--- src/design/iwo_pkg.sv ---
// ----------------------------------------------------------------------------
// iwo_pkg
// Shared types and constants for the interpolating wavetable oscillator:
// operation codes, register indexes, controller states and the command and
// status groups between the controller and the datapath.
// ----------------------------------------------------------------------------
package iwo_pkg;

	localparam int PHASE_BITS  = 32;
	localparam int WEIGHT_BITS = 16;
	localparam int INC_BITS    = 31;
	localparam int AMP_BITS    = 15;
	localparam int CFG_BITS    = 31;
	localparam int CFG_IDX_BITS = 1;

	typedef enum logic {
		OP_WRITE = 1'b0,
		OP_TICK  = 1'b1
	} op_t;

	typedef enum logic [CFG_IDX_BITS-1:0] {
		REG_PHASE_INC = 1'b0,
		REG_AMPLITUDE = 1'b1
	} reg_idx_t;

	typedef enum logic [1:0] {
		ST_IDLE,
		ST_BLEND,
		ST_SCALE
	} state_t;

	typedef struct packed {
		logic table_wr;
		logic tick_start;
		logic blend_en;
		logic result_load;
	} cmd_t;

	typedef struct packed {
		logic out_free;
	} status_t;

endpackage

--- src/design/iwo_ctrl.sv ---
// ----------------------------------------------------------------------------
// iwo_ctrl
// Controller state machine: accepts transactions, sequences the table read,
// the blend multiply and the amplitude multiply, and loads the output.
// ----------------------------------------------------------------------------
module iwo_ctrl (
	input  logic            clk,
	input  logic            arst_n,
	input  logic            in_valid,
	output logic            in_ready,
	input  logic            op,
	input  iwo_pkg::status_t status,
	output iwo_pkg::cmd_t   cmd
);
	import iwo_pkg::*;

	state_t state_q;
	state_t state_next;

	always_ff @(posedge clk or negedge arst_n) begin
		if (!arst_n) begin
			state_q <= ST_IDLE;
		end else begin
			state_q <= state_next;
		end
	end

	always_comb begin
		state_next = state_q;
		cmd        = '0;
		in_ready   = 1'b0;
		case (state_q)
			ST_IDLE: begin
				in_ready = 1'b1;
				if (in_valid) begin
					if (op == OP_TICK) begin
						cmd.tick_start = 1'b1;
						state_next     = ST_BLEND;
					end else begin
						cmd.table_wr = 1'b1;
					end
				end
			end
			ST_BLEND: begin
				cmd.blend_en = 1'b1;
				state_next   = ST_SCALE;
			end
			ST_SCALE: begin
				if (status.out_free) begin
					cmd.result_load = 1'b1;
					state_next      = ST_IDLE;
				end
			end
			default: begin
				state_next = ST_IDLE;
			end
		endcase
	end

endmodule

--- config.mk ---
export PLATFORM = sky130hd
export DESIGN_NAME = iwo_ctrl
export DESIGN_NICKNAME = d
export VERILOG_FILES = /design/src/design/iwo_pkg.sv /design/src/design/iwo_ctrl.sv
export SDC_FILE = /design/constraint.sdc
export NUM_CORES = 1
export LEC_CHECK = 0
export BUFFER_PORTS_ARGS = -buffer_cell sky130_fd_sc_hd__clkbuf_2
export CORE_AREA = 2 2 39 41
export CTS_CLUSTER_SIZE = 24
export DETAILED_ROUTE_END_ITERATION = 10
export DIE_AREA = 0 0 41 43
export GPL_TIMING_DRIVEN = 0
export PLACE_DENSITY = 0.37
export SETUP_SLACK_MARGIN = 0.15
export SYNTH_ARGS = -nofsm -noshare
export SYNTH_HDL_FRONTEND = slang
export SYNTH_SLANG_ARGS = --single-unit
--- constraint.sdc ---
create_clock -name clk -period 2.3 [get_ports clk]
set_input_delay 0.345 -clock clk [delete_from_list [all_inputs] [get_ports clk]]
set_output_delay 0.345 -clock clk [all_outputs]
set_load 0.005 [all_outputs]
==> results.ini, run 1 <==
[power]
p_per_area_nw_per_um2=743
clockPowerShare_pct=51.7
vdd_ir_drop_max_mv=0.0847
p_sw_share_pct=24.7
power_uw=150
p_leak_nw=0.112
power_frac_seq_pct=29.6
p_sw_uw=36.9
p_comb_share_pct=18.7
power.internal_uw=113

[logic_synthesis]
synth_area_per_cell_um2=10.4
synth_edf_count=0
seq_area_frac_synth_pct=48.2
syn_nets=15
yosysWarnings=0
synthArstFlopShare_pct=100
synth_area_leader_cell=dfrtp_1
synth.top_cell.area_share_pct=48.2
synth_flop_cell=dfrtp_1
synth.distinct_cells=8
ys_ff_latch=2
netlist_top_cells_count=2 x and3_1, 2 x dfrtp_1
synth_area_um2=104
netlist_top_cells_area=dfrtp_1 48%, and3_1 12%, and3b_1 8.4%
syn_inst=10

[final_layout]
diodes=0
layout-drive-gt1-share_pct=52.2
largest_reg_flops=2
area_growth_pct=94.0
top_register=state_q
nets=30
largest_registers=state_q: 2 flops

[clocking]
postCtsSetupBuffers=0
cts_root_buffer=clkbuf_4
cts_made_buffers=3
ctsResizeCount=0
cts_buffer_depth=2
tritoncts=built
cts.reportedPaths.clkPinSlew_ns=0.03
htree_levels=1
cts.sinks=2
ctsHoldBuffers=1
clock_latency_ns=0.22

[place]
io_buffer_count=9
gp_congestion=0.530
dp_hpwl_um=277
pre_cts_ws_ns=1.01

[die]
dieHeight_um=43
die_area_um2=1760
io_pins=10
chipWidth_um=41
core-area_um2=1380
rows=14
start_util_pct=7.50

[global_route]
grt_pass1_vias=147
grt_overflow=0
antenna_found_initial=0
track_usage_pct=5.32
grt_start_max_net_pins=6
grt_first_pass_wirelength_um=531

[sta]
finalClockSkew_ns=0.00299
fin_ws_ns=0.833
tightestPinTransition_ns=0.289
period_share_pct=63.8
period_minus_slack_ns=1.47
setup_viol=0
max_freq_mhz=682
rsz0062_at_grt=no
slew_violations=0
fin_tns_setup_ns=0
hold_viol=0
max-slew-margin-rel_pct=80.4

[route]
drt_iter0_markers=8
drc=0
wl_per_cell_um=9.21
dr.pass1.iters=2
ant_nets=0
vias_per_cell=3.41
wl_um=359
vias=133

[worst_setup_path]
r2r_setup_slack_ns=1.40
required_ns=1.96
crit_type=flip-flop to primary output
path_cells=nor4b_1, clkbuf_2
arrival_ns=1.12
crit_path_start_kind=flip-flop
crit_slowest_cell=dfrtp_1
end_kind=primary output
max_stage_delay_ns=0.40
critPathMaxFanout=5

[status]
status=finished, final reports clean

[worst_hold_path]
hold_class=input pin to flip-flop

[job]
maxCapViolations=0

## layer usage
layer | global-route usage, % | share of wire (%) | vias up
met4 | 6.00 | 0 | 0
met3 | 5.76 | 19 | 0
met2 | 5.63 | 32 | 10
li1 | - | - | 64
met5 | 0 | 0 | -
met1 | 4.81 | 49 | 59
## cells in the final DEF, fill, tap and decap left out
cell type / netlist / final
clkbuf_2: 0 / 9
clkbuf_4: 0 / 3
and3_1: 2 / 2
dfrtp_1: 2 / 2
nor2b_1: 1 / 1
nor2_1: 1 / 1
and3b_1: 1 / 1
nor4b_1: 1 / 1
nor3b_1: 1 / 1
or2_1: 1 / 1
dlygate4sd3_1: 0 / 1
## worst max-delay path, delay by kind of cell, from the launching register on
family        cells  cell delay [ns]
flops             1             0.40
simple gates      1             0.33
buf+inv           1             0.18
## kinds of logic after synthesis
logic type,share of synthesized area [%]
and+or+nand+nor,51.8
DFF,48.2
## through the flow
step           hold slack [ns]  instances  instance area (um^2)  util [%]
2_1_floorplan           0.0494         10                   104         -
3_3_place_gp             0.132         35                   169      12.2
3_5_place_dp             0.135         35                   169      12.2
4_1_cts                  0.377         39                   201      14.6
5_1_grt                  0.395         39                   201      14.6
6_report                 0.392         39                   201      14.6
## final timing paths
path / from / end / cells past startpoint
max in group asynchronous: arst_n / state_q[0] / 2
hold / removal: in_valid / state_q[0] / 2
setup / recovery: state_q[0] / cmd[3] / 2
hold reg to reg: state_q[0] / state_q[1] / 2
setup reg to reg: state_q[0] / state_q[1] / 2
min in group asynchronous: arst_n / state_q[1] / 2
## power by group through the flow
stage                     sequential (mW)  combinational [mW]  clock, mW
after floorplan                    0.0431              0.0120          0
after global placement             0.0438              0.0259          0
after detailed placement           0.0442              0.0266          0
after CTS                          0.0438              0.0281     0.0827
after global routing               0.0450              0.0323     0.0835
final                              0.0442              0.0280     0.0773
## cell type report
cell class	instances	area, um^2
well taps	16	20.0
flip-flops and latches	2	50.0
clock buffers	3	22.5
fillers	155	1180
repair buffers	10	55.1
multi-input cells	8	53.8
(Power assumes the default switching activity.)
==> run 2: changes to the inputs <==
==> constraint.sdc (replaced) <==
create_clock -name clk -period 1.5 [get_ports clk]
set_input_delay 0.225 -clock clk [delete_from_list [all_inputs] [get_ports clk]]
set_output_delay 0.225 -clock clk [all_outputs]
set_load 0.005 [all_outputs]
==> run 2 against run 1 <==
Net effect: cell count is 2.6% higher; die area stayed put; non-clock buffer count increased by 1; count of clock-buffer cells in the layout is the same; critical path depth is the same; sequential cell count unchanged; cell area is 14% higher; combinational power up 99%.
==> results.ini, run 2 (synthesis results as in run 1) <==
[status]
status=finished, final reports clean

[clocking]
cts.reportedPaths.clkPinSlew_ns=0.03  ; about the same
tritoncts=built
clock_latency_ns=0.22  ; about the same
cts_buffer_depth=2  ; unchanged
cts.sinks=2  ; unchanged
cts_made_buffers=3  ; unchanged
cts_root_buffer=clkbuf_4
htree_levels=1  ; unchanged

[worst_setup_path]
critPathTopFamily=flip-flops
path_buf_inv=1  ; unchanged
r2r_setup_slack_ns=0.57  ; -0.83 ns
critPathMaxFanout=5  ; unchanged
max_stage_delay_ns=0.43  ; +0.03 ns
arrival_ns=1.08  ; -0.04 ns
end_kind=primary output
r2r_start=state_q[0]
crit_path_start_kind=flip-flop
reg2reg_depth=2  ; unchanged
crit_slowest_cell=dfrtp_2
r2r-end=state_q[1]
crit_type=flip-flop to primary output
required_ns=1.27  ; -0.69 ns
path_cells=nor4b_4, buf_2

[die]
start_util_pct=7.50  ; unchanged
chipWidth_um=41  ; unchanged
core-area_um2=1380  ; unchanged
dieHeight_um=43  ; unchanged
rows=14  ; unchanged
io_pins=10  ; unchanged
die_area_um2=1760  ; unchanged

[final_layout]
utilization_pct=16.5  ; +2.0 points
fin_area_um2=229  ; +14%
final_cell_mix=8 x clkbuf_2, 3 x clkbuf_4, 2 x and3_1, 2 x dfrtp_2
largest_reg_flops=2  ; unchanged
layout-drive-gt1-share_pct=70.8  ; +19 points
final_common_cell=clkbuf_2
area_growth_pct=120
diodes=0  ; unchanged
nets=31  ; +3.3%
top_register=state_q
largest_registers=state_q: 2 flops

[global_route]
grt_first_pass_wirelength_um=607  ; +14%
grt_pass1_vias=157  ; +6.8%
track_usage_pct=6.02  ; +0.70 points
antenna_found_initial=0  ; unchanged
grt_start_max_net_pins=6  ; unchanged
grt_overflow=0  ; unchanged

[worst_hold_path]
hp-start=in_valid
hold_class=input pin to flip-flop
min_to=state_q[0]
hold_depth=2  ; unchanged

[power]
p_leak_nw=0.121  ; +8.4%
p_per_area_nw_per_um2=1070  ; +45%
vdd_ir_drop_max_mv=0.136  ; +61%
power_uw=246  ; +65%

[route]
dr.pass1.iters=2  ; unchanged
vias=140  ; +5.3%
drt_iter0_markers=5  ; -3
vias_per_cell=3.50  ; +2.6%
drc=0  ; unchanged
ant_nets=0  ; unchanged
wl_per_cell_um=9.68  ; +5.1%
wl_um=387  ; +7.8%

[job]
maxCapViolations=0  ; unchanged

[place]
dp_hpwl_um=277  ; unchanged
gp_congestion=0.530  ; unchanged
io_buffer_count=9  ; unchanged
place_area_um2=169  ; unchanged

[sta]
tightestPinTransition_ns=0.209  ; -0.0803 ns
period_minus_slack_ns=1.30
fin_tns_setup_ns=0  ; unchanged
finalClockSkew_ns=0.00432  ; +0.00133 ns
slew_violations=0  ; unchanged
setup_viol=0  ; unchanged
max-slew-margin-rel_pct=86.0  ; +5.6 points
whs_ns=0.279  ; -0.113 ns
max_freq_mhz=766
period_share_pct=87.0
hold_viol=0  ; unchanged
rsz0062_at_grt=yes

## run 2: cell count changes in the layout (fill, tap and decap cells not counted)
cell	before	now
nor4b_1	1	0
dfrtp_1	2	0
buf_2	0	1
nor2_2	0	1
nor4b_4	0	1
dfrtp_2	0	2
clkbuf_2	9	8
nor2_1	1	0
buf_4	0	1
## run 2: area by class of cell
type	instances	area, um^2
Sequential cell	2	52.6
Clock buffer	3	22.5
Multi-Input combinational cell	8	71.3
Timing Repair Buffer	11	62.6
Tap cell	16	20.0
Fill cell	156	1150
## run 2: timing repair
action,4_1_cts,5_1_grt
buffers inserted,0,1
hold buffers,1,0
endpoints found under the hold margin,2,0
resized for setup,1,5
pin swaps,0,1
endpoints found under the setup margin,1,2
## run 2: how the worst max path moves through the flow
stage                          start  endpoint  slack, ns  cells past startpoint
final                     state_q[0]    cmd[3]       0.20                      2
after global routing      state_q[0]    cmd[3]       0.14                      2
after CTS                 state_q[0]    cmd[2]       0.15                      3
after detailed placement  state_q[0]    cmd[3]       0.38                      2
after global placement    state_q[0]    cmd[3]       0.40                      2
after floorplan           state_q[0]    cmd[2]       0.54                      2
## run 2: report_power, final
| group | internal (mW) | switching [mW] | leakage, nW |
|---|---|---|---|
| Combinational | 0.0342 | 0.0215 | 0.0840 |
| Sequential | 0.0616 | 0.0107 | 0.0235 |
| Clock | 0.0882 | 0.0299 | 0.0138 |
## run 2: metrics by stage
step,setup WS (ns),cells
after floorplan,0.537,10
after global placement,0.402,35
after detailed placement,0.376,35
after CTS,0.155,39
after global routing,0.142,40
final,0.195,40
## run 2: layer usage
metal  GRT usage [%]  wire length [um]  vias up
met4            6.00                 0        0
met1            5.45               167       66
met2            7.19               151       10
met3            5.76                68        0
met5               0                 0        -
li1                -                 -       64
==> run 3: changes to the inputs <==
--- a/config.mk
+++ b/config.mk
@@ -6,12 +6,14 @@
 export NUM_CORES = 1
 export LEC_CHECK = 0
 export BUFFER_PORTS_ARGS = -buffer_cell sky130_fd_sc_hd__clkbuf_2
+export CELL_PAD_IN_SITES_DETAIL_PLACEMENT = 2
+export CELL_PAD_IN_SITES_GLOBAL_PLACEMENT = 2
 export CORE_AREA = 2 2 39 41
 export CTS_CLUSTER_SIZE = 24
 export DETAILED_ROUTE_END_ITERATION = 10
 export DIE_AREA = 0 0 41 43
 export GPL_TIMING_DRIVEN = 0
-export PLACE_DENSITY = 0.37
+export PLACE_DENSITY = 0.51
 export SETUP_SLACK_MARGIN = 0.15
 export SYNTH_ARGS = -nofsm -noshare
 export SYNTH_HDL_FRONTEND = slang
==> run 3 against run 2 <==
Net effect: cell area fell by 1.1%; first-iteration DRC count fell by 100%; core utilization fell by 0.18 points; cell count fell by 2.5%; via count fell by 5.0%; wire length rose by 16%; clock power barely moved; total power fell by 1.3%; setup slack got worse by 0.026 ns; critical endpoint unchanged; largest power group unchanged.
==> results.ini, run 3 (synthesis results as in run 1) <==
[sta]
rsz0062_at_grt=yes
fin_tns_setup_ns=0  ; unchanged
finalClockSkew_ns=0.00134  ; -0.00298 ns
max_freq_mhz=751  ; -1.9%
max-slew-margin-rel_pct=86.1  ; about the same
period_share_pct=88.7  ; +1.7 points
fin_ws_ns=0.169  ; -0.0258 ns
slew_violations=0  ; unchanged
hold_viol=0  ; unchanged
setup_viol=0  ; unchanged
period_minus_slack_ns=1.33  ; +0.0258 ns
tightestPinTransition_ns=0.208  ; -0.00120 ns

[worst_hold_path]
hold_class=input pin to flip-flop
hp-start=in_valid
min_to=state_q[0]
hold_depth=2  ; unchanged

[global_route]
grt_pass1_vias=163  ; +3.8%
grt_overflow=0  ; unchanged
grt_first_pass_wirelength_um=717  ; +18%
track_usage_pct=7.12  ; +1.1 points
antenna_found_initial=0  ; unchanged
grt_start_max_net_pins=6  ; unchanged

[final_layout]
fin_area_um2=226  ; -1.1%
diodes=0  ; unchanged
final_common_cell=clkbuf_2
largest_registers=state_q: 2 flops
top_register=state_q
final_cell_mix=8 x clkbuf_2, 3 x clkbuf_4, 2 x and3_1, 2 x dfrtp_2
nets=30  ; -3.2%
largest_reg_flops=2  ; unchanged
area_growth_pct=118
layout-drive-gt1-share_pct=69.6  ; -1.3 points

[die]
rows=14  ; unchanged
core-area_um2=1380  ; unchanged
start_util_pct=7.50  ; unchanged
die_area_um2=1760  ; unchanged
dieHeight_um=43  ; unchanged
io_pins=10  ; unchanged
chipWidth_um=41  ; unchanged

[worst_setup_path]
path_buf_inv=1  ; unchanged
critPathTopFamily=flip-flops
path_cells=nor4b_4, buf_2
crit_path_start_kind=flip-flop
r2r_start=state_q[0]
reg2reg_depth=2  ; unchanged
crit_type=flip-flop to primary output
critPathMaxFanout=5  ; unchanged
max_stage_delay_ns=0.45  ; +0.02 ns
required_ns=1.27  ; about the same
r2r_setup_slack_ns=0.53  ; -0.04 ns
crit_slowest_cell=dfrtp_2
r2r-end=state_q[1]
arrival_ns=1.11  ; +0.03 ns
end_kind=primary output

[clocking]
cts.reportedPaths.clkPinSlew_ns=0.03  ; about the same
cts.sinks=2  ; unchanged
cts_root_buffer=clkbuf_4
clock_latency_ns=0.22  ; about the same
postCtsSetupBuffers=0  ; unchanged
cts_buffer_depth=2  ; unchanged
htree_levels=1  ; unchanged
tritoncts=built
cts_made_buffers=3  ; unchanged

[power]
vdd_ir_drop_max_mv=0.214  ; +57%
p_leak_nw=0.118  ; -2.4%
p_per_area_nw_per_um2=1070  ; -0.25%

[place]
gp_congestion=0.559  ; +5.5%
pre_cts_ws_ns=0.331  ; -0.0455 ns
io_buffer_count=9  ; unchanged
place_area_um2=169  ; unchanged
dp_hpwl_um=325  ; +17%

[route]
drc=0  ; unchanged
vias=133  ; -5.0%
dr.pass1.iters=1  ; -1
wl_um=450  ; +16%
vias_per_cell=3.41  ; -2.6%
highest_layer=met3
met2_length_um=188  ; +25%
wl_per_cell_um=11.5  ; +19%
wl_met1_um=198  ; +19%
met3_length_um=63  ; -7.4%
ant_nets=0  ; unchanged
drt_iter0_markers=0  ; -5

[job]
maxCapViolations=0  ; unchanged

[status]
status=finished, final reports clean

## run 3: changes by cell type in the layout (fill, tap and decap cells not counted)
| cell | previous run | this run |
|---|---|---|
| buf_4 | 1 | 0 |
| nor2_4 | 0 | 1 |
| nor2_2 | 1 | 0 |
## run 3: repair_timing
action                                  in CTS  in global routing
hold endpoints to repair                     2                  0
resized for setup                            1                  6
endpoints found under the setup margin       1                  2
hold buffers                                 1                  0
## run 3: power breakdown
part,switching [mW],internal [mW]
clock,0.0285,0.0880
sequential,0.0148,0.0617
combinational,0.0201,0.0298
## run 3: routing by layer
metal / GRT usage (%) / vias to the layer above
li1: - / 62
met1: 8.01 / 61
met2: 8.44 / 10
met3: 5.24 / 0
met4: 6.00 / 0
met5: 0 / -
## run 3: worst register-to-register path, delay by kind of cell (launching register included)
kind	cells	cell delay, ns
flip-flops	1	0.45
AND/OR/NAND/NOR	2	0.40
## run 3: through the flow
step	hold slack, ns	total power, mW	std cells	utilization, %
finish	0.282	0.243	39	16.4
global route	0.292	0.262	39	16.4
CTS	0.263	0.238	39	15.0
detailed placement	0.0186	0.111	35	12.2
global placement	0.0142	0.107	35	12.2
floorplan	-0.0706	0.0844	10	-
## run 3: how the worst max path moves through the flow
stage,startpoint,endpoint,slack [ns],cells past startpoint
6_report,state_q[0],cmd[3],0.17,2
5_1_grt,state_q[0],cmd[3],0.11,2
4_1_cts,state_q[0],cmd[2],0.14,3
3_5_place_dp,state_q[0],cmd[3],0.33,2
3_3_place_gp,state_q[0],cmd[2],0.43,3
2_1_floorplan,state_q[0],cmd[2],0.54,2
## run 3: cell type report
type,count,area (um^2)
sequential,2,52.6
multi-input combinational,8,76.3
tap,16,20.0
timing repair buffer,10,55.1
fill,164,1160
clock buffer,3,22.5
